File: config.mk
export PLATFORM = sky130hd
export DESIGN_NAME = json_token_classifier_flat
export DESIGN_NICKNAME = d
export VERILOG_FILES = /design/src/rtl/core/jtc_pkg.sv /design/src/rtl/core/jtc_in_if.sv /design/src/rtl/core/jtc_out_if.sv /design/src/rtl/core/json_token_classifier.sv /design/src/rtl/core/jtc_front.sv /design/src/rtl/core/jtc_queue.sv /design/src/rtl/core/jtc_back.sv /design/src/flat_wrapper.sv
export SDC_FILE = /design/constraint.sdc
export NUM_CORES = 1
export LEC_CHECK = 0
export ABC_AREA = 1
export BUFFER_PORTS_ARGS = -buffer_cell sky130_fd_sc_hd__buf_2
export CAP_MARGIN = 20
export CELL_PAD_IN_SITES_DETAIL_PLACEMENT = 0
export CELL_PAD_IN_SITES_GLOBAL_PLACEMENT = 2
export CORE_ASPECT_RATIO = 1.75
export CORE_MARGIN = 2
export CORE_UTILIZATION = 45
export CTS_CLUSTER_SIZE = 40
export DETAILED_ROUTE_END_ITERATION = 10
export PLACE_DENSITY_LB_ADDON = 0.05
export SETUP_SLACK_MARGIN = 0.15
export SLEW_MARGIN = 20
export SYNTH_ARGS = -nofsm -noshare
export SYNTH_HDL_FRONTEND = slang
export SYNTH_HIERARCHICAL = 1
export SYNTH_SLANG_ARGS = --single-unit
File: constraint.sdc
create_clock -name i_clk -period 22 [get_ports i_clk]
set_input_delay 1.1 -clock i_clk [delete_from_list [all_inputs] [get_ports i_clk]]
set_output_delay 1.1 -clock i_clk [all_outputs]
set_load 0.02 [all_outputs]
File: src/rtl/core/jtc_pkg.sv
`timescale 1ns / 1ps

package jtc_pkg;

    // Width of the internal byte offset counter; offsets leave in their low 32 bits.
    localparam int OFFSET_WIDTH = 32;
    localparam int OUT_OFF_WIDTH = 32;

    // Depth of the bundle queue between the front and back parts.
    localparam int QUEUE_DEPTH = 4;
    localparam int QPTR_WIDTH = $clog2(QUEUE_DEPTH);
    localparam int QCNT_WIDTH = $clog2(QUEUE_DEPTH + 1);

    typedef logic [OFFSET_WIDTH-1:0] t_offset;
    typedef logic [OUT_OFF_WIDTH-1:0] t_out_offset;

    // Token kinds as they appear on the output.
    localparam logic [3:0] KIND_END       = 4'd0;
    localparam logic [3:0] KIND_COLON     = 4'd1;
    localparam logic [3:0] KIND_LBRACKET  = 4'd2;
    localparam logic [3:0] KIND_RBRACKET  = 4'd3;
    localparam logic [3:0] KIND_COMMA     = 4'd4;
    localparam logic [3:0] KIND_LBRACE    = 4'd5;
    localparam logic [3:0] KIND_RBRACE    = 4'd6;
    localparam logic [3:0] KIND_NUM       = 4'd7;
    localparam logic [3:0] KIND_SIGNED    = 4'd8;
    localparam logic [3:0] KIND_FLOAT     = 4'd9;
    localparam logic [3:0] KIND_NUMEXP    = 4'd10;
    localparam logic [3:0] KIND_FLOATEXP  = 4'd11;
    localparam logic [3:0] KIND_WORD      = 4'd12;
    localparam logic [3:0] KIND_STRING    = 4'd13;

    // One result item.
    typedef struct packed {
        logic [3:0]  kind;
        t_out_offset start_off;
        t_out_offset end_off;
        logic        last;
    } t_token;

    // All results caused by one input item: one token, or two when second is set.
    typedef struct packed {
        logic   second;
        t_token tok0;
        t_token tok1;
    } t_bundle;

    // Low 32 bits of an offset, zero extended when the counter is narrower.
    function automatic t_out_offset to_out_off(input t_offset v);
        logic [OFFSET_WIDTH+OUT_OFF_WIDTH-1:0] wide;
        wide = {{OUT_OFF_WIDTH{1'b0}}, v};
        return wide[OUT_OFF_WIDTH-1:0];
    endfunction

endpackage

File: src/rtl/core/jtc_in_if.sv
`timescale 1ns / 1ps

// Input byte channel.
interface jtc_in_if;
    logic       valid;
    logic       ready;
    logic [7:0] text_byte;
    logic       end_of_text;

    modport source (output valid, output text_byte, output end_of_text, input ready);
    modport sink (input valid, input text_byte, input end_of_text, output ready);
endinterface

File: src/rtl/core/jtc_out_if.sv
`timescale 1ns / 1ps

// Output token channel.
interface jtc_out_if;
    logic        valid;
    logic        ready;
    logic [3:0]  token_kind;
    logic [31:0] token_start;
    logic [31:0] token_end;
    logic        last_of_run;

    modport source (output valid, output token_kind, output token_start,
                    output token_end, output last_of_run, input ready);
    modport sink (input valid, input token_kind, input token_start,
                  input token_end, input last_of_run, output ready);
endinterface

File: src/rtl/core/json_token_classifier.sv
`timescale 1ns / 1ps

// JSON token classifier.
// Input channel i_in carries one text byte per transfer, or an end mark when
// end_of_text is set. Output channel o_out carries tokens: kind, start and end
// byte offsets, and last_of_run on the final token caused by one input.
// One byte is accepted per cycle while the queue has room. A token completed
// by a transfer is written to the queue, then to the output register.
// Results leave at one per cycle while o_out.ready is high, so an input that
// gives two tokens (a value closed by punctuation, or an end mark with a
// pending token) takes two output transfers; input keeps flowing while the
// queue has room. The queue holds four bundles of results; i_in.ready drops
// only when it is full, which happens when the receiver stalls o_out.ready.
// Reset clears the scan state to idle, both offsets to zero, and empties the
// queue and output register; the block accepts bytes as soon as reset
// is released.
module json_token_classifier (
    input  logic       i_clk,
    input  logic       i_rst_n,
    jtc_in_if.sink     i_in,
    jtc_out_if.source  o_out
);
    import jtc_pkg::*;

    logic    push;
    logic    full;
    logic    pop;
    logic    q_valid;
    t_bundle push_bundle;
    t_bundle q_bundle;

    // Byte scanner and classifier.
    jtc_front u_front (
        .i_clk    (i_clk),
        .i_rst_n  (i_rst_n),
        .i_in     (i_in),
        .i_full   (full),
        .o_push   (push),
        .o_bundle (push_bundle)
    );

    // Decoupling queue.
    jtc_queue u_queue (
        .i_clk    (i_clk),
        .i_rst_n  (i_rst_n),
        .i_push   (push),
        .i_bundle (push_bundle),
        .o_full   (full),
        .i_pop    (pop),
        .o_valid  (q_valid),
        .o_bundle (q_bundle)
    );

    // Token sender.
    jtc_back u_back (
        .i_clk      (i_clk),
        .i_rst_n    (i_rst_n),
        .i_q_valid  (q_valid),
        .i_q_bundle (q_bundle),
        .o_pop      (pop),
        .o_out      (o_out)
    );

endmodule

File: src/rtl/core/jtc_front.sv
`timescale 1ns / 1ps

// Front part: takes one byte per transfer, updates the scan state and
// hands the tokens that the byte completes to the queue as one bundle.
module jtc_front (
    input  logic              i_clk,
    input  logic              i_rst_n,
    jtc_in_if.sink            i_in,
    input  logic              i_full,
    output logic              o_push,
    output jtc_pkg::t_bundle  o_bundle
);
    import jtc_pkg::*;

    // Scan modes.
    localparam logic [1:0] MODE_IDLE  = 2'd0;
    localparam logic [1:0] MODE_VALUE = 2'd1;
    localparam logic [1:0] MODE_STR   = 2'd2;
    localparam logic [1:0] MODE_ESC   = 2'd3;

    // Run classes.
    localparam logic [3:0] CLS_NUM      = 4'd0;
    localparam logic [3:0] CLS_SIGNED   = 4'd1;
    localparam logic [3:0] CLS_FLOAT    = 4'd2;
    localparam logic [3:0] CLS_NUMEXP   = 4'd3;
    localparam logic [3:0] CLS_FLOATEXP = 4'd4;
    localparam logic [3:0] CLS_WORD     = 4'd8;
    localparam logic [3:0] CLS_STRING   = 4'd9;
    localparam logic [3:0] CLS_NONE     = 4'd15;

    // Character codes.
    localparam logic [7:0] CH_SPACE_END = 8'h21;
    localparam logic [7:0] CH_COLON     = 8'h3A;
    localparam logic [7:0] CH_LBRACKET  = 8'h5B;
    localparam logic [7:0] CH_RBRACKET  = 8'h5D;
    localparam logic [7:0] CH_COMMA     = 8'h2C;
    localparam logic [7:0] CH_LBRACE    = 8'h7B;
    localparam logic [7:0] CH_RBRACE    = 8'h7D;
    localparam logic [7:0] CH_QUOTE     = 8'h22;
    localparam logic [7:0] CH_BSLASH    = 8'h5C;
    localparam logic [7:0] CH_MINUS     = 8'h2D;
    localparam logic [7:0] CH_PLUS      = 8'h2B;
    localparam logic [7:0] CH_DOT       = 8'h2E;
    localparam logic [7:0] CH_ZERO      = 8'h30;
    localparam logic [7:0] CH_NINE      = 8'h39;
    localparam logic [7:0] CH_LOW_E     = 8'h65;
    localparam logic [7:0] CH_UP_E      = 8'h45;
    localparam logic [7:0] CH_LOW_A     = 8'h61;
    localparam logic [7:0] CH_LOW_Z     = 8'h7A;
    localparam logic [7:0] CH_UP_A      = 8'h41;
    localparam logic [7:0] CH_UP_Z      = 8'h5A;
    localparam logic [7:0] CH_UNDERSCORE = 8'h5F;

    typedef struct packed {
        logic [3:0] cls;
        logic       ends;
    } t_cls_step;

    // Whitespace covers all bytes up to space and every byte with the top bit set.
    function automatic logic is_space(input logic [7:0] b);
        return (b < CH_SPACE_END) || b[7];
    endfunction

    // Punctuation decoder; KIND_END means not a punctuation byte.
    function automatic logic [3:0] punct_kind(input logic [7:0] b);
        logic [3:0] k;
        unique case (b)
            CH_COLON:    k = KIND_COLON;
            CH_LBRACKET: k = KIND_LBRACKET;
            CH_RBRACKET: k = KIND_RBRACKET;
            CH_COMMA:    k = KIND_COMMA;
            CH_LBRACE:   k = KIND_LBRACE;
            CH_RBRACE:   k = KIND_RBRACE;
            default:     k = KIND_END;
        endcase
        return k;
    endfunction

    // Token kind of a finished run.
    function automatic logic [3:0] value_kind(input logic [3:0] c);
        logic [3:0] k;
        if (c <= CLS_FLOATEXP) begin
            k = KIND_NUM + c;
        end else if (c == CLS_WORD) begin
            k = KIND_WORD;
        end else begin
            k = KIND_STRING;
        end
        return k;
    endfunction

    // Class promotion for one run byte; ends is set when the token closes on it.
    function automatic t_cls_step classify(input logic [3:0] c, input logic [7:0] b);
        t_cls_step r;
        logic      none;
        logic      is_alpha;
        none = (c == CLS_NONE);
        is_alpha = (b == CH_UNDERSCORE) || (b >= CH_LOW_A && b <= CH_LOW_Z)
                   || (b >= CH_UP_A && b <= CH_UP_Z);
        r.cls = c;
        r.ends = 1'b0;
        if (c == CLS_STRING) begin
            r.cls = c;
        end else if (b >= CH_ZERO && b <= CH_NINE) begin
            if (none) r.cls = CLS_NUM;
        end else if (b == CH_MINUS || b == CH_PLUS) begin
            r.cls = CLS_STRING;
        end else if (b == CH_DOT) begin
            r.cls = (none || c < CLS_FLOAT) ? CLS_FLOAT : CLS_STRING;
        end else if (b == CH_LOW_E || b == CH_UP_E) begin
            if (none || c < CLS_FLOAT) begin
                r.cls = CLS_NUMEXP;
                r.ends = 1'b1;
            end else if (c < CLS_NUMEXP) begin
                r.cls = CLS_FLOATEXP;
                r.ends = 1'b1;
            end else if (c < CLS_WORD) begin
                r.cls = CLS_WORD;
            end
        end else if (is_alpha) begin
            if (none || c < CLS_WORD) r.cls = CLS_WORD;
        end else begin
            r.cls = CLS_STRING;
        end
        return r;
    endfunction

    function automatic t_token make_tok(input logic [3:0] k, input t_offset s,
                                        input t_offset e);
        t_token t;
        t.kind = k;
        t.start_off = to_out_off(s);
        t.end_off = to_out_off(e);
        t.last = 1'b1;
        return t;
    endfunction

    logic [1:0] r_mode, n_mode;
    logic [3:0] r_cls, n_cls;
    t_offset    r_start, n_start;
    t_offset    r_pos, n_pos;

    logic       accept;
    logic       has_tok;
    t_bundle    bundle;
    t_offset    nxt;
    logic [7:0] b;
    logic [3:0] pk;
    t_cls_step  step;

    assign i_in.ready = !i_full;
    assign accept = i_in.valid && !i_full;
    assign nxt = r_pos + t_offset'(1);
    assign b = i_in.text_byte;
    assign pk = punct_kind(b);
    assign step = classify((r_mode == MODE_IDLE) ? CLS_NONE : r_cls, b);

    // Next scan state and the tokens completed by this item.
    always_comb begin
        n_mode = r_mode;
        n_cls = r_cls;
        n_start = r_start;
        n_pos = nxt;
        has_tok = 1'b0;
        bundle.second = 1'b0;
        bundle.tok0 = make_tok(KIND_END, r_pos, r_pos);
        bundle.tok1 = make_tok(KIND_END, r_pos, r_pos);
        if (i_in.end_of_text) begin
            // Flush the pending token, then report the end.
            has_tok = 1'b1;
            n_pos = r_pos;
            n_mode = MODE_IDLE;
            n_cls = CLS_NONE;
            if (r_mode == MODE_VALUE) begin
                bundle.second = 1'b1;
                bundle.tok0 = make_tok(value_kind(r_cls), r_start, r_pos);
            end else if (r_mode == MODE_STR || r_mode == MODE_ESC) begin
                bundle.second = 1'b1;
                bundle.tok0 = make_tok(KIND_STRING, r_start, r_pos);
            end
        end else begin
            unique case (r_mode)
                MODE_IDLE: begin
                    if (is_space(b)) begin
                        n_mode = MODE_IDLE;
                    end else if (pk != KIND_END) begin
                        has_tok = 1'b1;
                        bundle.tok0 = make_tok(pk, r_pos, nxt);
                    end else if (b == CH_QUOTE) begin
                        n_mode = MODE_STR;
                        n_start = nxt;
                    end else if (b == CH_MINUS || b == CH_PLUS) begin
                        n_mode = MODE_VALUE;
                        n_cls = CLS_SIGNED;
                        n_start = r_pos;
                    end else begin
                        n_start = r_pos;
                        if (step.ends) begin
                            has_tok = 1'b1;
                            bundle.tok0 = make_tok(value_kind(step.cls), r_pos, nxt);
                            n_cls = CLS_NONE;
                        end else begin
                            n_mode = MODE_VALUE;
                            n_cls = step.cls;
                        end
                    end
                end
                MODE_VALUE: begin
                    if (is_space(b) || pk != KIND_END) begin
                        has_tok = 1'b1;
                        bundle.tok0 = make_tok(value_kind(r_cls), r_start, r_pos);
                        if (pk != KIND_END) begin
                            bundle.second = 1'b1;
                            bundle.tok1 = make_tok(pk, r_pos, nxt);
                        end
                        n_mode = MODE_IDLE;
                        n_cls = CLS_NONE;
                    end else if (step.ends) begin
                        has_tok = 1'b1;
                        bundle.tok0 = make_tok(value_kind(step.cls), r_start, nxt);
                        n_mode = MODE_IDLE;
                        n_cls = CLS_NONE;
                    end else begin
                        n_cls = step.cls;
                    end
                end
                MODE_STR: begin
                    if (b == CH_QUOTE) begin
                        has_tok = 1'b1;
                        bundle.tok0 = make_tok(KIND_STRING, r_start, r_pos);
                        n_mode = MODE_IDLE;
                    end else if (b == CH_BSLASH) begin
                        n_mode = MODE_ESC;
                    end
                end
                MODE_ESC: begin
                    n_mode = MODE_STR;
                end
                default: begin
                    n_mode = MODE_IDLE;
                end
            endcase
        end
        // The first token is the last of its run only when no second follows.
        bundle.tok0.last = !bundle.second;
    end

    assign o_push = accept && has_tok;
    assign o_bundle = bundle;

    // Control state.
    always_ff @(posedge i_clk) begin
        if (!i_rst_n) begin
            r_mode <= MODE_IDLE;
            r_cls <= CLS_NONE;
            r_start <= '0;
            r_pos <= '0;
        end else if (accept) begin
            r_mode <= n_mode;
            r_cls <= n_cls;
            r_start <= n_start;
            r_pos <= n_pos;
        end
    end

endmodule

File: src/rtl/core/jtc_queue.sv
`timescale 1ns / 1ps

// Short queue of token bundles between the front and back parts.
module jtc_queue (
    input  logic              i_clk,
    input  logic              i_rst_n,
    input  logic              i_push,
    input  jtc_pkg::t_bundle  i_bundle,
    output logic              o_full,
    input  logic              i_pop,
    output logic              o_valid,
    output jtc_pkg::t_bundle  o_bundle
);
    import jtc_pkg::*;

    t_bundle               r_entries [QUEUE_DEPTH];
    logic [QPTR_WIDTH-1:0] r_wr_ptr, n_wr_ptr;
    logic [QPTR_WIDTH-1:0] r_rd_ptr, n_rd_ptr;
    logic [QCNT_WIDTH-1:0] r_count, n_count;
    logic                  do_push;
    logic                  do_pop;

    assign o_full = (r_count == QCNT_WIDTH'(QUEUE_DEPTH));
    assign o_valid = (r_count != '0);
    assign o_bundle = r_entries[r_rd_ptr];
    assign do_push = i_push && !o_full;
    assign do_pop = i_pop && o_valid;

    // Pointer and fill count update.
    always_comb begin
        n_wr_ptr = r_wr_ptr;
        n_rd_ptr = r_rd_ptr;
        n_count = r_count;
        if (do_push) begin
            n_wr_ptr = (r_wr_ptr == QPTR_WIDTH'(QUEUE_DEPTH - 1)) ? '0
                       : r_wr_ptr + QPTR_WIDTH'(1);
        end
        if (do_pop) begin
            n_rd_ptr = (r_rd_ptr == QPTR_WIDTH'(QUEUE_DEPTH - 1)) ? '0
                       : r_rd_ptr + QPTR_WIDTH'(1);
        end
        if (do_push && !do_pop) begin
            n_count = r_count + QCNT_WIDTH'(1);
        end else if (do_pop && !do_push) begin
            n_count = r_count - QCNT_WIDTH'(1);
        end
    end

    always_ff @(posedge i_clk) begin
        if (!i_rst_n) begin
            r_wr_ptr <= '0;
            r_rd_ptr <= '0;
            r_count <= '0;
        end else begin
            r_wr_ptr <= n_wr_ptr;
            r_rd_ptr <= n_rd_ptr;
            r_count <= n_count;
        end
    end

    // Entry storage.
    always_ff @(posedge i_clk) begin
        if (do_push) begin
            r_entries[r_wr_ptr] <= i_bundle;
        end
    end

endmodule

File: src/rtl/core/jtc_back.sv
`timescale 1ns / 1ps

// Back part: takes bundles from the queue and sends their tokens one
// transfer at a time through an output register and a hold register.
module jtc_back (
    input  logic              i_clk,
    input  logic              i_rst_n,
    input  logic              i_q_valid,
    input  jtc_pkg::t_bundle  i_q_bundle,
    output logic              o_pop,
    jtc_out_if.source         o_out
);
    import jtc_pkg::*;

    logic   r_out_valid, n_out_valid;
    t_token r_out, n_out;
    logic   r_hold_valid, n_hold_valid;
    t_token r_hold, n_hold;
    logic   advance;

    assign advance = !r_out_valid || o_out.ready;
    assign o_pop = advance && !r_hold_valid && i_q_valid;

    // Second token of a bundle goes out before the next bundle is taken.
    always_comb begin
        n_out_valid = r_out_valid;
        n_out = r_out;
        n_hold_valid = r_hold_valid;
        n_hold = r_hold;
        if (advance) begin
            if (r_hold_valid) begin
                n_out_valid = 1'b1;
                n_out = r_hold;
                n_hold_valid = 1'b0;
            end else if (i_q_valid) begin
                n_out_valid = 1'b1;
                n_out = i_q_bundle.tok0;
                n_hold_valid = i_q_bundle.second;
                n_hold = i_q_bundle.tok1;
            end else begin
                n_out_valid = 1'b0;
            end
        end
    end

    always_ff @(posedge i_clk) begin
        if (!i_rst_n) begin
            r_out_valid <= 1'b0;
            r_hold_valid <= 1'b0;
        end else begin
            r_out_valid <= n_out_valid;
            r_hold_valid <= n_hold_valid;
        end
    end

    always_ff @(posedge i_clk) begin
        r_out <= n_out;
        r_hold <= n_hold;
    end

    assign o_out.valid = r_out_valid;
    assign o_out.token_kind = r_out.kind;
    assign o_out.token_start = r_out.start_off;
    assign o_out.token_end = r_out.end_off;
    assign o_out.last_of_run = r_out.last;

endmodule

File: src/flat_wrapper.sv
// flat-port wrapper written by rule: the top's interface ports become plain ports
module json_token_classifier_flat import jtc_pkg::*;
  (i_clk, i_rst_n, i_in_valid, i_in_text_byte, i_in_end_of_text, i_in_ready, o_out_valid, o_out_token_kind, o_out_token_start, o_out_token_end, o_out_last_of_run, o_out_ready);
  jtc_in_if i_in_i ();
  jtc_out_if o_out_i ();
  input  logic i_clk;
  input  logic i_rst_n;
  input wire logic [$bits(i_in_i.valid)-1:0] i_in_valid;
  input wire logic [$bits(i_in_i.text_byte)-1:0] i_in_text_byte;
  input wire logic [$bits(i_in_i.end_of_text)-1:0] i_in_end_of_text;
  output wire logic [$bits(i_in_i.ready)-1:0] i_in_ready;
  output wire logic [$bits(o_out_i.valid)-1:0] o_out_valid;
  output wire logic [$bits(o_out_i.token_kind)-1:0] o_out_token_kind;
  output wire logic [$bits(o_out_i.token_start)-1:0] o_out_token_start;
  output wire logic [$bits(o_out_i.token_end)-1:0] o_out_token_end;
  output wire logic [$bits(o_out_i.last_of_run)-1:0] o_out_last_of_run;
  input wire logic [$bits(o_out_i.ready)-1:0] o_out_ready;
  assign i_in_i.valid = i_in_valid;
  assign i_in_i.text_byte = i_in_text_byte;
  assign i_in_i.end_of_text = i_in_end_of_text;
  assign i_in_ready = i_in_i.ready;
  assign o_out_valid = o_out_i.valid;
  assign o_out_token_kind = o_out_i.token_kind;
  assign o_out_token_start = o_out_i.token_start;
  assign o_out_token_end = o_out_i.token_end;
  assign o_out_last_of_run = o_out_i.last_of_run;
  assign o_out_i.ready = o_out_ready;
  json_token_classifier u_core (.i_clk(i_clk), .i_rst_n(i_rst_n), .i_in(i_in_i), .o_out(o_out_i));
endmodule
Word-level counts from Yosys, hierarchy flattened
Memory sizes are Yosys's and may differ from the RTL's. A register that Yosys moved wholly into a read port is not among the register bits. Index checks and enable logic that the tools add are counted.

Memories kept: 1. Memory bits (read-only): 0. Output and inout bits: 71. Latch bits: 0. Flip-flop bits (word level): 217. RAM bits: 556. Word-level logic and storage cells: 197.

Memories: u_core.u_queue.r_entries (depth 4, width 139, read ports 1, clocked after memory_dff 1, write ports 1, line jtc_queue.sv:16) `t_bundle r_entries [QUEUE_DEPTH];`.

Reductions and logical operators: 39. Shift-type cells: 0. Mux-type cells: 86. Magnitude comparators: 12. Bitwise operators: 4. Add/subtract/negate cells: 7. Divide/modulo/power cells: 0. $mul: 0. Equal/unequal tests: 31.

Operators by type and width (count): 69-bit 2-to-1 mux (14); 70-bit 2-to-1 mux (3); 69-bit case mux with 3 select lines (1); 4-bit 2-to-1 mux (21); 8-bit by 7-bit equality test with 1-bit output, second input constant (8); 8-bit by 6-bit equality test with 1-bit output, second input constant (6); 32-bit by 1-bit adder with 32-bit output, second input constant (1); 32-bit 2-to-1 mux (1); 2-bit 2-to-1 mux (14); 1-bit 2-to-1 mux (25); 3-bit case mux with 6 select lines (1); 4-bit equality test, second input constant (4); 8-bit by 7-bit >= comparator with 1-bit output, second input constant (2); 8-bit by 7-bit less-or-equal comparator with 1-bit output, second input constant (2); 5-bit AND reduction (3); 1-bit logical AND (11); 1-bit logical OR (10); 3-bit != test, second input constant (3); 3-bit by 4-bit adder with 4-bit output, first input constant (2); 2-bit equality test, second input constant (4); 8-bit by 6-bit >= comparator with 1-bit output, second input constant (1); 4-bit by 3-bit less-or-equal comparator with 1-bit output, second input constant (2); 8-bit by 6-bit less-or-equal comparator with 1-bit output, second input constant (1); 4-bit by 2-bit < comparator with 1-bit output, second input constant (2); 24 further kinds (37).

Longest topological paths before layout
Gate-level depths: netlist of run 1.

Depth after elaboration: 24. Mapped depth: 25.

By module
The synthesis of run 1 kept the hierarchy.

By module, submodules not included: jtc_queue (area each 21122.8 µm², cells an instance 1415, times used 1); jtc_front (area each 8600.7 µm², cells an instance 1662, times used 1); jtc_back (area each 5161.2 µm², cells an instance 378, times used 1).

Least setup slack after synthesis of run 1
No wires, ideal clock.

Path type: input -> register. Start point: input i_in_text_byte[4]. End point: memory u_core/u_queue/r_entries[0][0] (netlist bit) (enable). Setup slack: 13037 ps. Required time: 21360 ps. Stages: 14. Arrival time: 8323 ps. Buffers on the path: 1. Cells stage by stage: buf_2 nor2_1 nand2_1 nor3_2 o21ai_2 nand3_1 nand2_1 nand2_1 inv_2 o21ai_1 o21ai_1 inv_1 nand2_1 nor2_1.

Word-level cells in the longest chain between the ends: 18.

RTL lines: start, declared (line flat_wrapper.sv:9) `input wire logic [$bits(i_in_i.text_byte)-1:0] i_in_text_byte;`; 8-bit by 7-bit equality test with 1-bit output (line jtc_front.sv:110) `end else if (b == CH_LOW_E || b == CH_UP_E) begin`; 1-bit logical OR (line jtc_front.sv:110); 1-bit 2-to-1 mux (line jtc_front.sv:110); 1-bit 2-to-1 mux (line jtc_front.sv:108) `end else if (b == CH_DOT) begin`; 1-bit 2-to-1 mux (line jtc_front.sv:106) `end else if (b == CH_MINUS || b == CH_PLUS) begin`; 1-bit 2-to-1 mux (line jtc_front.sv:104) `end else if (b >= CH_ZERO && b <= CH_NINE) begin`; 1-bit 2-to-1 mux (line jtc_front.sv:102) `if (c == CLS_STRING) begin`; 1-bit 2-to-1 mux (line jtc_front.sv:198, jtc_front.sv:218); [... 3 more ...]; 1-bit 2-to-1 mux (line jtc_front.sv:184) `if (is_space(b)) begin`; 1-bit case mux with 3 select lines (*) (line jtc_front.sv:182) `unique case (r_mode)`; 1-bit 2-to-1 mux (*) (line jtc_front.sv:168) `if (i_in.end_of_text) begin`; 1-bit logical AND (*) (line jtc_front.sv:248) `assign o_push = accept && has_tok;`; named net u_core.push (line json_token_classifier.sv:25) `logic push;`; 1-bit logical AND (*) (line jtc_queue.sv:26) `assign do_push = i_push && !o_full;`; 1-bit 2-to-1 mux (*) (line jtc_queue.sv:63) `if (do_push) begin`; 1-bit 2-to-1 mux (implied by the code) (*) (line jtc_queue.sv:64) `r_entries[r_wr_ptr] <= i_bundle;`; end, declared (line jtc_queue.sv:16).

Mark *: on every way through the listed nets, which the timed path passes. The rest lies on a longest branch.

Worst setup path in the final report of run 1
Start point: register u_core.u_front.r_mode[1]. End point: memory u_core/u_queue/r_entries[2][13] (netlist bit) (enable).

Word-level cells in the longest chain between the ends: 21.

RTL lines: start, declared (line jtc_front.sv:138) `logic [1:0] r_mode, n_mode;`; start signal, assigned (line jtc_front.sv:259) `r_mode <= n_mode;`; 2-bit logical NOT (line jtc_front.sv:156, jtc_front.sv:182); 4-bit 2-to-1 mux (line jtc_front.sv:156) `assign step = classify((r_mode == MODE_IDLE) ? CLS_NONE : r_cls, b);`; 4-bit by 2-bit < comparator with 1-bit output, or another cell as far along (line jtc_front.sv:114) `end else if (c < CLS_NUMEXP) begin`; 1-bit 2-to-1 mux or 1-bit logical OR (tied branches) (line jtc_front.sv:114, jtc_front.sv:111); 5-bit 2-to-1 mux (line jtc_front.sv:111) `if (none || c < CLS_FLOAT) begin`; 1-bit 2-to-1 mux (line jtc_front.sv:110); 1-bit 2-to-1 mux (line jtc_front.sv:108); 1-bit 2-to-1 mux (line jtc_front.sv:106); [... 6 more ...]; 1-bit 2-to-1 mux (line jtc_front.sv:184); 1-bit case mux with 3 select lines (*) (line jtc_front.sv:182); 1-bit 2-to-1 mux (*) (line jtc_front.sv:168); 1-bit logical AND (*) (line jtc_front.sv:248); named net u_core.push (line json_token_classifier.sv:25); 1-bit logical AND (*) (line jtc_queue.sv:26); 1-bit 2-to-1 mux (*) (line jtc_queue.sv:63); 1-bit 2-to-1 mux (implied by the code) (*) (line jtc_queue.sv:64).

Marked as above.

==> results.tsv, run 1 <==
metric	value	unit
EDFF count, synth	694	
Clk Latency, worst-skew pair	650	ps
GR Overflow Total	0	
final hold violations	0	
setup TNS	0	ps
Worst Path Required	22250	ps
RSZ-0062 raised after global routing	false	
CTS tree	built	
gpl congestion	0.937	
skew final	40.8	ps
Synthesis Warnings	6	
Sink Count	775	
MaxCap Viol Count	0	
DR DRC count	0	
Post-Synth Adder-Cell Area	0.380	%
normalized max-slew margin	24.0	%
Pre-antenna DRT Iters	5	
dpl ws	15730	ps
FMAX	164	MHz
Yosys reg bits	775	
largest net degree at the start of global routing	130	
endpoint type of the worst setup path	flop	
post-DR vias/cell	5.78	
post-DP HPWL	75500	um
CTS resizes	0	
Antenna Cells	0	
synth top area cells	edfxtp_1 (60%), nand2_1 (8.2%), o21ai_0 (6.3%)	
global-route wire length before repair	170000	um
Worst-Margin Slew	1130	ps
post-route setup slack	15920	ps
Post-Synth Simple-Gate Area	15.7	%
post-CTS setup buffer count	0	
CP Cell Sequence	inv_4 > nand2_4 > o21ai_2 > nor2_1 > o21ai_2 > buf_4 > nand3_1 > nand2_1 > nand2_1 > inv_2 > o21ai_1 > o21ai_1 > inv_1 > nand2_1 > nor2_4 > buf_4	
Post-Syn Area	34900	um2
die width	214	um
initial antenna violation count	2	
initial DRC count	2474	
Syn Nets	3478	
ANT nets after route	0	
Leak Pwr	14.1	nW
Synth area leader	edfxtp_1	
Chip Height	372	um
mux share of post-synthesis cell area	0	%
clock tree root driver cell	clkbuf_16	
H-tree levels	3	
number of global-route vias before repair	25200	
Hold Path Class	flop to flop	
area share of the largest cell type after synthesis	59.7	%
XOR/XNOR Fraction of Synth Area	0.351	%
worst setup path startpoint	u_core/u_front/r_mode[1]	
commonest non-fill, non-tap cell in the layout	nand2_1	
IO Pins	84	
Pwr per Cell Area	119	nW/um2
CP max-delay cell	buf_4	
Post-synth top flop	edfxtp_1	
asr flop ratio synth	0	%
share of layout cells above drive strength 1	8.74	%
nets	3479	
Slew Viols, Final	0	
Hold-fix buffers, CTS	0	
min-delay src	u_core/u_back/o_out.valid	
Die ar.	79900	um2
synth unique cells	48	
status	finished clean	
Tmin final	6080	ps
site row count	135	
Total Wirelength	117000	um
sequential fraction of the synthesis area	64.4	%
CP most frequent cell	nand2_1	
Startpoint Class	flop	
Total GRT Usage	29.1	%
Setup CP Type	flop to flop	
crit path max fanout	64	
post-layout util	49.7	%
Port-buffer cells	83	
maximum clock path buffer count	3	
total power	0.00456	W
commonest cells after routing, fill and taps aside	nand2_1 (761), edfxtp_1 (694), nor2_1 (460)	
Worst-path clk slew	70	ps
Vias	26200	
Compound-Gate Fraction of Synth Area	13.5	%
Post-Syn Instances	3455	
Cell Count, Final, Fillers Out	4540	
Core Box Area	77000	um2
Num CTS Buffers	72	
crit share post-route	27.6	%
syn_area_per_cell	10.1	um2
Finish-stage setup viols	0	
maximum vdd drop	0.129	mV
Placed Cells	4409	
Layout fillers	7103	
Synth-to-Final Area Change	9.71	%
CP peak stage delay	900	ps
data arrival time of the worst path	6330	ps
main combinational cell family by area after synthesis	simple AND/OR/NAND/NOR gates	
RR Startpoint	u_core/u_front/r_mode[1]	
initial core utilization	45.3	%
WL per Instance	25.8	um
## power by group
group	internal, W	switching (W)
Sequential	0.00199	0.000105
Combinational	0.000284	0.000935
Clock	0.000697	0.000551
Total	0.00297	0.00159
## critical path, delay by kind of cell (launching register included)
family                 cells  cell delay, ps
and+or+nand+nor            7            2910
DFF                        1             600
buffers and inverters      5            1580
AOI/OAI and AO/OA          4             520
## synthesized netlist by cell type, types with 4 or more instances
cell,n
inv_1,175
o21ai_1,62
dfxtp_1,81
xor2_1,14
buf_2,54
clkinv_1,5
clkbuf_1,117
nand2_1,762
nor2_1,467
o21ai_0,439
o211a_1,6
a22oi_1,23
a31oi_1,26
buf_6,35
a21boi_0,5
nor3_1,22
nor4_1,8
nand4_1,13
o211ai_1,16
o22ai_1,159
nand2_2,6
inv_2,10
edfxtp_1,694
nand3_1,94
a21boi_1,5
nor2_2,7
buf_4,7
ha_1,9
a211oi_1,4
a21oi_1,99
## kinds of logic (layout without fill, tap and decap cells)
kind of cell / after synthesis / in the layout
AO/OA/AOI/OAI: 854 / 854
XOR/XNOR: 14 / 14
adder cells (fa/ha/maj): 10 / 10
buffers and inverters: 413 / 471
flip-flops: 775 / 775
other: 2 / 2
AND/OR/NAND/NOR: 1387 / 1387
## layout make-up
type	instances	area, um2	area share (%)
Tap cell	1027	1280	3.36
Clock buffer	96	2050	5.35
Clock inverter	35	295	0.772
Timing Repair Buffer	148	907	2.37
Sequential cell	775	22500	58.7
Inverter	192	733	1.92
Multi-Input combinational cell	2267	10500	27.5
## layer usage
metal / part of all wire, % / up-vias / track usage [%]
li1: - / 12100 / -
met1: 40 / 13000 / 35.9
met2: 50 / 998 / 50.2
met3: 5.4 / 230 / 3.37
met4: 5.4 / 0 / 15.4
met5: 0 / - / 0
## per-stage QoR
step / instance area [um2] / hold WS, ps
after floorplan: 34900 / 455
after global placement: 35900 / 490
after detailed placement: 35900 / 502
after CTS: 38300 / 513
after global routing: 38300 / 523
final: 38300 / 512
## sequential cells by signal (all words and copies together) (netlist names), named ones only
name / count
u_core/u_queue/r_entries: 556
u_core/u_back/r_hold: 69
u_core/u_back/o_out.token_end: 32
u_core/u_back/o_out.token_start: 32
u_core/u_front/r_pos: 32
u_core/u_front/r_start: 32
u_core/u_back/o_out.token_kind: 4
u_core/u_front/r_cls: 4
u_core/u_queue/r_count: 3
u_core/u_front/r_mode: 2
u_core/u_queue/r_rd_ptr: 2
u_core/u_queue/r_wr_ptr: 2
u_core/u_back/o_out.last_of_run: 1
u_core/u_back/o_out.valid: 1
u_core/u_back/r_hold_valid: 1
## worst paths after layout
path | end | slack [ps] | cells past startpoint
hold / removal | u_core/u_back/o_out.valid | 510 | 2
setup reg to reg | u_core/u_queue/r_entries[2][13] | 15920 | 16
hold reg to reg | u_core/u_back/o_out.valid | 510 | 2
setup / recovery | u_core/u_queue/r_entries[2][13] | 15920 | 16
Power figures use the tool's default switching activity.
==> inputs of run 2 (changes only) <==
ABC_AREA = 0   (was 1)
CORE_UTILIZATION = 43   (was 45)
clock period = 5.09 ns   (was 22 ns; I/O delays follow)
==> run 2 against run 1 <==
  * Via count shrank 33%
  * Routed wire length shrank 28%
  * Largest power group unchanged
  * Global-route usage shrank 6.9 points
  * Fmax grew 50%
  * Worst setup slack lost 15000 ps
  * Critical path depth shrank 4
  * Non-clock buffer count grew 3
  * Sequential cell count is the same
  * Clock-buffer cell count shrank 7
  * Power grew to 3.7 times the previous value
==> results.tsv, run 2 <==
metric	value	unit
data arrival time of the worst path	4380	ps
Largest regs	u_core/u_queue/r_entries x556, u_core/u_back/r_hold x69	
CTS tree	built	
WL per Instance	26.7	um
synth unique cells	90	
Hold-fix buffers, CTS	0	
Chip Height	368	um
Port-buffer cells	83	
Startpoint Class	flop	
post-DP HPWL	54200	um
WP buf/inv	3	
Flop pwr share	49.2	%
post-CTS setup buffer count	0	
Finish-stage setup viols	0	
largest net degree at the start of global routing	65	
synth top area cells	edfxtp_1 (64%), mux4_2 (9.6%), dfxtp_1 (5.0%)	
IO Pins	84	
CTS resizes	0	
CP most frequent cell	buf_4	
largest reg by FF count	u_core/u_queue/r_entries	
ANT nets after route	0	
setup TNS	0	ps
Vias	17500	
GR Overflow Total	0	
nets	2090	
EDFF count, synth	694	
clock tree root driver cell	clkbuf_16	
Clock Power Share	31.6	%
normalized max-slew margin	37.1	%
Slew Viols, Final	0	
Synth-to-Final Area Change	12.3	%
RSZ-0062 raised after global routing	false	
Num CTS Buffers	72	
area share of the largest cell type after synthesis	63.9	%
maximum clock path buffer count	3	
crit path max fanout	48	
Die ar.	78100	um2
endpoint type of the worst setup path	flop	
Synthesis Warnings	6	
P_sw	0.00470	W
Post-synth top cells	edfxtp_1 (694), nand2_1 (144), mux4_2 (139)	
design area	36600	um2
number of global-route vias before repair	18600	
MaxCap Viol Count	0	
skew final	29.5	ps
Antenna Cells	0	
Tmin final	4050	ps
sequential fraction of the synthesis area	68.9	%
Syn Nets	1994	
share of layout cells above drive strength 1	25.1	%
CP max-delay cell	and2_4	
initial antenna violation count	2	
Total Wirelength	83800	um
status	finished clean	
Yosys reg bits	775	
placed cell area	34300	um2
Worst-path clk slew	70	ps
Clk Latency, worst-skew pair	660	ps
global-route wire length before repair	125000	um
initial DRC count	1101	
Pre-antenna DRT Iters	5	
die width	212	um
Setup CP Type	flop to flop	
gpl congestion	0.814	
Total GRT Usage	22.2	%
Worst-Margin Slew	943	ps
crit share post-route	79.5	%
CP peak stage delay	770	ps
Post-synth top flop	edfxtp_1	
Min Hold Slack	42.2	ps
Worst Path Required	5420	ps
final hold violations	0	
Leak Pwr	12.1	nW
post-DR vias/cell	5.57	
CP Cell Sequence	nand4_1 > a311oi_2 > buf_4 > nor3_2 > nand2_2 > a22o_1 > a211oi_1 > nor2_1 > nor2b_1 > buf_4 > and2_4 > buf_4	
commonest cells after routing, fill and taps aside	edfxtp_1 (694), nand2_1 (143), mux4_2 (139)	
combinational share of power	19.3	%
Synth area leader	edfxtp_1	
asr flop ratio synth	0	%
Pwr per Cell Area	467	nW/um2
site row count	133	
Largest register FFs	556	
DR DRC count	0	
Core Box Area	75100	um2
maximum vdd drop	0.422	mV
FMAX	247	MHz
Post-Syn Instances	1971	
most numerous cell in the Yosys netlist	edfxtp_1	
Post-Syn Area	32600	um2
initial core utilization	43.4	%
flop2flop setup slack	1040	ps
internal power	0.0124	W
syn_area_per_cell	16.5	um2
commonest non-fill, non-tap cell in the layout	edfxtp_1	
H-tree levels	3	
Hold Path Class	input port to flop	
Sink Count	775	
critical path's top delay family	simple AND/OR/NAND/NOR gates	
switching share of power	27.5	%
==> run 2: changes by cell type after synthesis, sizes merged, moves of 55 or more <==
cell	delta
o21ai	-426
o22ai	-156
mux4	+139
mux2	+98
nor2	-342
nand2	-624
nand3	-75
clkbuf	-60
inv	-173
xnor2	+55
==> run 2: power by group through the flow <==
stage,registers (W),clock network (W),logic (W)
6_report,0.00840,0.00539,0.00329
3_5_place_dp,0.00856,0,0.00336
2_1_floorplan,0.00886,0,0.00187
5_1_grt,0.00850,0.00576,0.00354
4_1_cts,0.00844,0.00555,0.00337
3_3_place_gp,0.00853,0,0.00336
==> run 2: cell families after synthesis <==
family	synth area share (%)
XOR/XNOR	2.90
multiplexers	13.7
AND/OR/NAND/NOR	6.79
flip-flops	68.9
adder cells (fa/ha/maj)	0.407
AO/OA/AOI/OAI	4.83
buffers and inverters	2.46
other	0.0230
==> run 2: area by class of cell <==
type	instances	area (um2)
Clock inverter	42	420
Timing Repair Buffer	151	1090
Fill cell	6375	38400
Sequential cell	775	22500
Tap cell	1012	1270
Clock buffer	89	1930
Multi-Input combinational cell	1050	9380
Inverter	17	63.8
==> run 2: path summary, 6_finish.rpt <==
kind / start / to / cells past startpoint
worst max-delay path: u_core/u_front/r_cls[3] / u_core/u_queue/r_entries[1][24] / 12
worst min-delay path: o_out_ready / u_core/u_back/r_hold_valid / 4
worst max register to register: u_core/u_front/r_cls[3] / u_core/u_queue/r_entries[1][24] / 12
worst min register to register: u_core/u_queue/r_wr_ptr[1] / u_core/u_queue/r_wr_ptr[1] / 2
==> run 2: worst reg2reg max path, stage by stage (launching register included) <==
cell and delay (ps):
dfxtp_1 580, nand4_1 320, a311oi_2 360, buf_4 210, nor3_2 120, nand2_2 170
a22o_1 200, a211oi_1 70, nor2_1 130, nor2b_1 150, buf_4 180, and2_4 770
buf_4 460
==> run 2: metal layers <==
metal  part of all wire, %  GRT usage, %  vias to the layer above
met1                    39          26.4                     9135
met5                 0.016             0                        -
met3                   3.0          2.59                      115
li1                      -             -                     7859
met2                    55          40.7                      358
met4                   3.1          8.19                        2
==> run 2: stage by stage <==
stage / util (%) / worst slack, ps / instances / power (W)
6_report: 48.8 / 1040 / 3136 / 0.0171
5_1_grt: 48.8 / 742 / 3136 / 0.0178
4_1_cts: 48.8 / 998 / 3135 / 0.0174
3_5_place_dp: 45.6 / 844 / 3004 / 0.0119
3_3_place_gp: 45.6 / 855 / 3004 / 0.0119
2_1_floorplan: - / 773 / 1971 / 0.0107
==> inputs of run 3 (changes only) <==
CORE_UTILIZATION = 47   (was 43)
clock period = 4.1 ns   (was 5.09 ns; I/O delays follow)
==> run 3 against run 2 <==
  * Sequential power up 24%
  * Non-clock buffer count up 38
  * Register-to-register slack worse by 480 ps
  * Critical path type unchanged
  * Largest power group unchanged
  * Highest routed layer is now met4
==> results.tsv, run 3 (synthesis results as in run 2) <==
metric	value	unit
Tmin final	3540	ps
register area	22500	um2
Port-buffer cells	83	
critical path's top delay family	compound AO/OA/AOI/OAI gates	
Vias	17800	
MaxCap Viol Count	0	
Core Box Area	68600	um2
largest net degree at the start of global routing	57	
clock tree root driver cell	clkbuf_16	
flop2flop setup slack	560	ps
CTS tree	built	
crit share post-route	86.2	%
CP max-delay cell	a211o_1	
RSZ-0062 raised after global routing	false	
skew final	23.2	ps
Largest regs	u_core/u_queue/r_entries x556, u_core/u_back/r_hold x69	
Hold Path Sink	u_core/u_front/r_cls[2]	
commonest non-fill, non-tap cell in the layout	edfxtp_1	
dpl ws	449	ps
nets	2126	
gpl congestion	0.830	
Setup CP Type	flop to flop	
ANT nets after route	0	
Min Hold Slack	136	ps
number of global-route vias before repair	18200	
initial core utilization	47.5	%
CP Cell Sequence	a211o_1 > a311oi_2 > nor3_2 > nand2_2 > a22o_1 > a211oi_1 > nor2_1 > nor2b_1 > ha_1 > inv_1 > fa_1 > xor2_1 > or3_1 > a21boi_0	
Pre-antenna DRT Iters	5	
initial DRC count	971	
Worst-Margin Slew	959	ps
Multi-input gate area	9360	um2
IO Pins	84	
GR Overflow Total	0	
Antenna Cells	0	
CTS resizes	0	
Synth-to-Final Area Change	12.6	%
Finish-stage setup viols	0	
die width	203	um
R2R Path End	u_core/u_queue/r_count[2]	
post-layout util	53.5	%
Slew Viols, Final	0	
WL per Instance	27.1	um
global-route wire length before repair	123000	um
maximum clock path buffer count	3	
status	finished clean	
post-route setup slack	564	ps
initial antenna violation count	0	
Hold Path Class	input port to flop	
crit path max fanout	10	
Num CTS Buffers	70	
FMAX	283	MHz
setup TNS	0	ps
hold path depth	2	
Pwr per Cell Area	571	nW/um2
largest reg by FF count	u_core/u_queue/r_entries	
post-CTS setup buffer count	0	
DR DRC count	0	
share of layout cells above drive strength 1	26.1	%
Layout fillers	5662	
normalized max-slew margin	36.1	%
Total Wirelength	82900	um
Leak Pwr	12.2	nW
Die ar.	71600	um2
Sink Count	775	
Worst Path Required	4640	ps
min-delay src	i_rst_n	
CP peak stage delay	440	ps
Largest register FFs	556	
design area	36700	um2
post-DP HPWL	54700	um
Startpoint Class	flop	
commonest cells after routing, fill and taps aside	edfxtp_1 (694), nand2_1 (144), mux4_2 (139)	
placed cell area	34400	um2
final hold violations	0	
Total GRT Usage	23.6	%
RR Startpoint	u_core/u_front/r_cls[1]	
data arrival time of the worst path	4080	ps
Chip Height	352	um
FF-to-FF path depth	14	
site row count	127	
WP buf/inv	1	
Clk Latency, worst-skew pair	620	ps
maximum vdd drop	0.479	mV
H-tree levels	3	
endpoint type of the worst setup path	flop	
post-DR vias/cell	5.80	
Worst-path clk slew	60	ps
==> run 3: cell types whose count changed in the layout (fill, tap and decap cells not counted), sizes merged <==
cell and delta:
buf +37, bufinv -2, clkbuf +5, clkinv -2
dlygate4sd3 +1, inv -2
==> run 3: worst max path at each step <==
stage | to | startpoint | cells after the start
after floorplan | u_core/u_queue/r_entries[0][0] | u_core/u_front/r_cls[1] | 11
after global placement | u_core/u_queue/r_count[2] | i_in_text_byte[1] | 15
after detailed placement | u_core/u_queue/r_entries[2][62] | i_in_text_byte[1] | 12
after CTS | u_core/u_queue/r_count[2] | u_core/u_front/r_cls[1] | 14
after global routing | u_core/u_queue/r_count[2] | u_core/u_front/r_cls[1] | 14
final | u_core/u_queue/r_count[2] | u_core/u_front/r_cls[1] | 14
==> run 3: worst reg2reg max path: cells and delay by family (launching register included) <==
family          cells  cell delay (ps)
compound gates      5             1260
simple gates        5              960
fa+ha+maj           2              620
flops               1              400
xor+xnor            1              170
buf+inv             1               60
==> run 3: per-layer routing <==
metal  track usage (%)  wire (um)
met5                 0          0
met4              6.74       1920
met3              2.58       2940
met2              44.0      46000
met1              28.7      32000
==> run 3: repair_timing <==
item / 4_1_cts / 5_1_grt
hold buffers: 1 / 0
endpoints found under the setup margin: 0 / 0
endpoints found under the hold margin: 1 / 0
==> run 3: cell type report <==
cell class / count / share of cell area, %
repair buffers: 189 / 3.85
multi-input cells: 1050 / 25.5
well taps: 903 / 3.08
flip-flops and latches: 775 / 61.2
inverters: 17 / 0.174
clock buffers: 94 / 5.18
clock inverters: 36 / 0.992
==> run 3: per-stage QoR <==
step / cells / power, W
global placement: 2933 / 0.0148
global route: 3064 / 0.0218
detailed placement: 2933 / 0.0148
finish: 3064 / 0.0210
CTS: 3064 / 0.0213
floorplan: 1971 / 0.0133
==> run 3: power by group <==
group          total [W]  internal (W)  switching (W)
Combinational    0.00409       0.00159        0.00249
Clock            0.00647       0.00358        0.00289
Sequential        0.0104        0.0100       0.000379
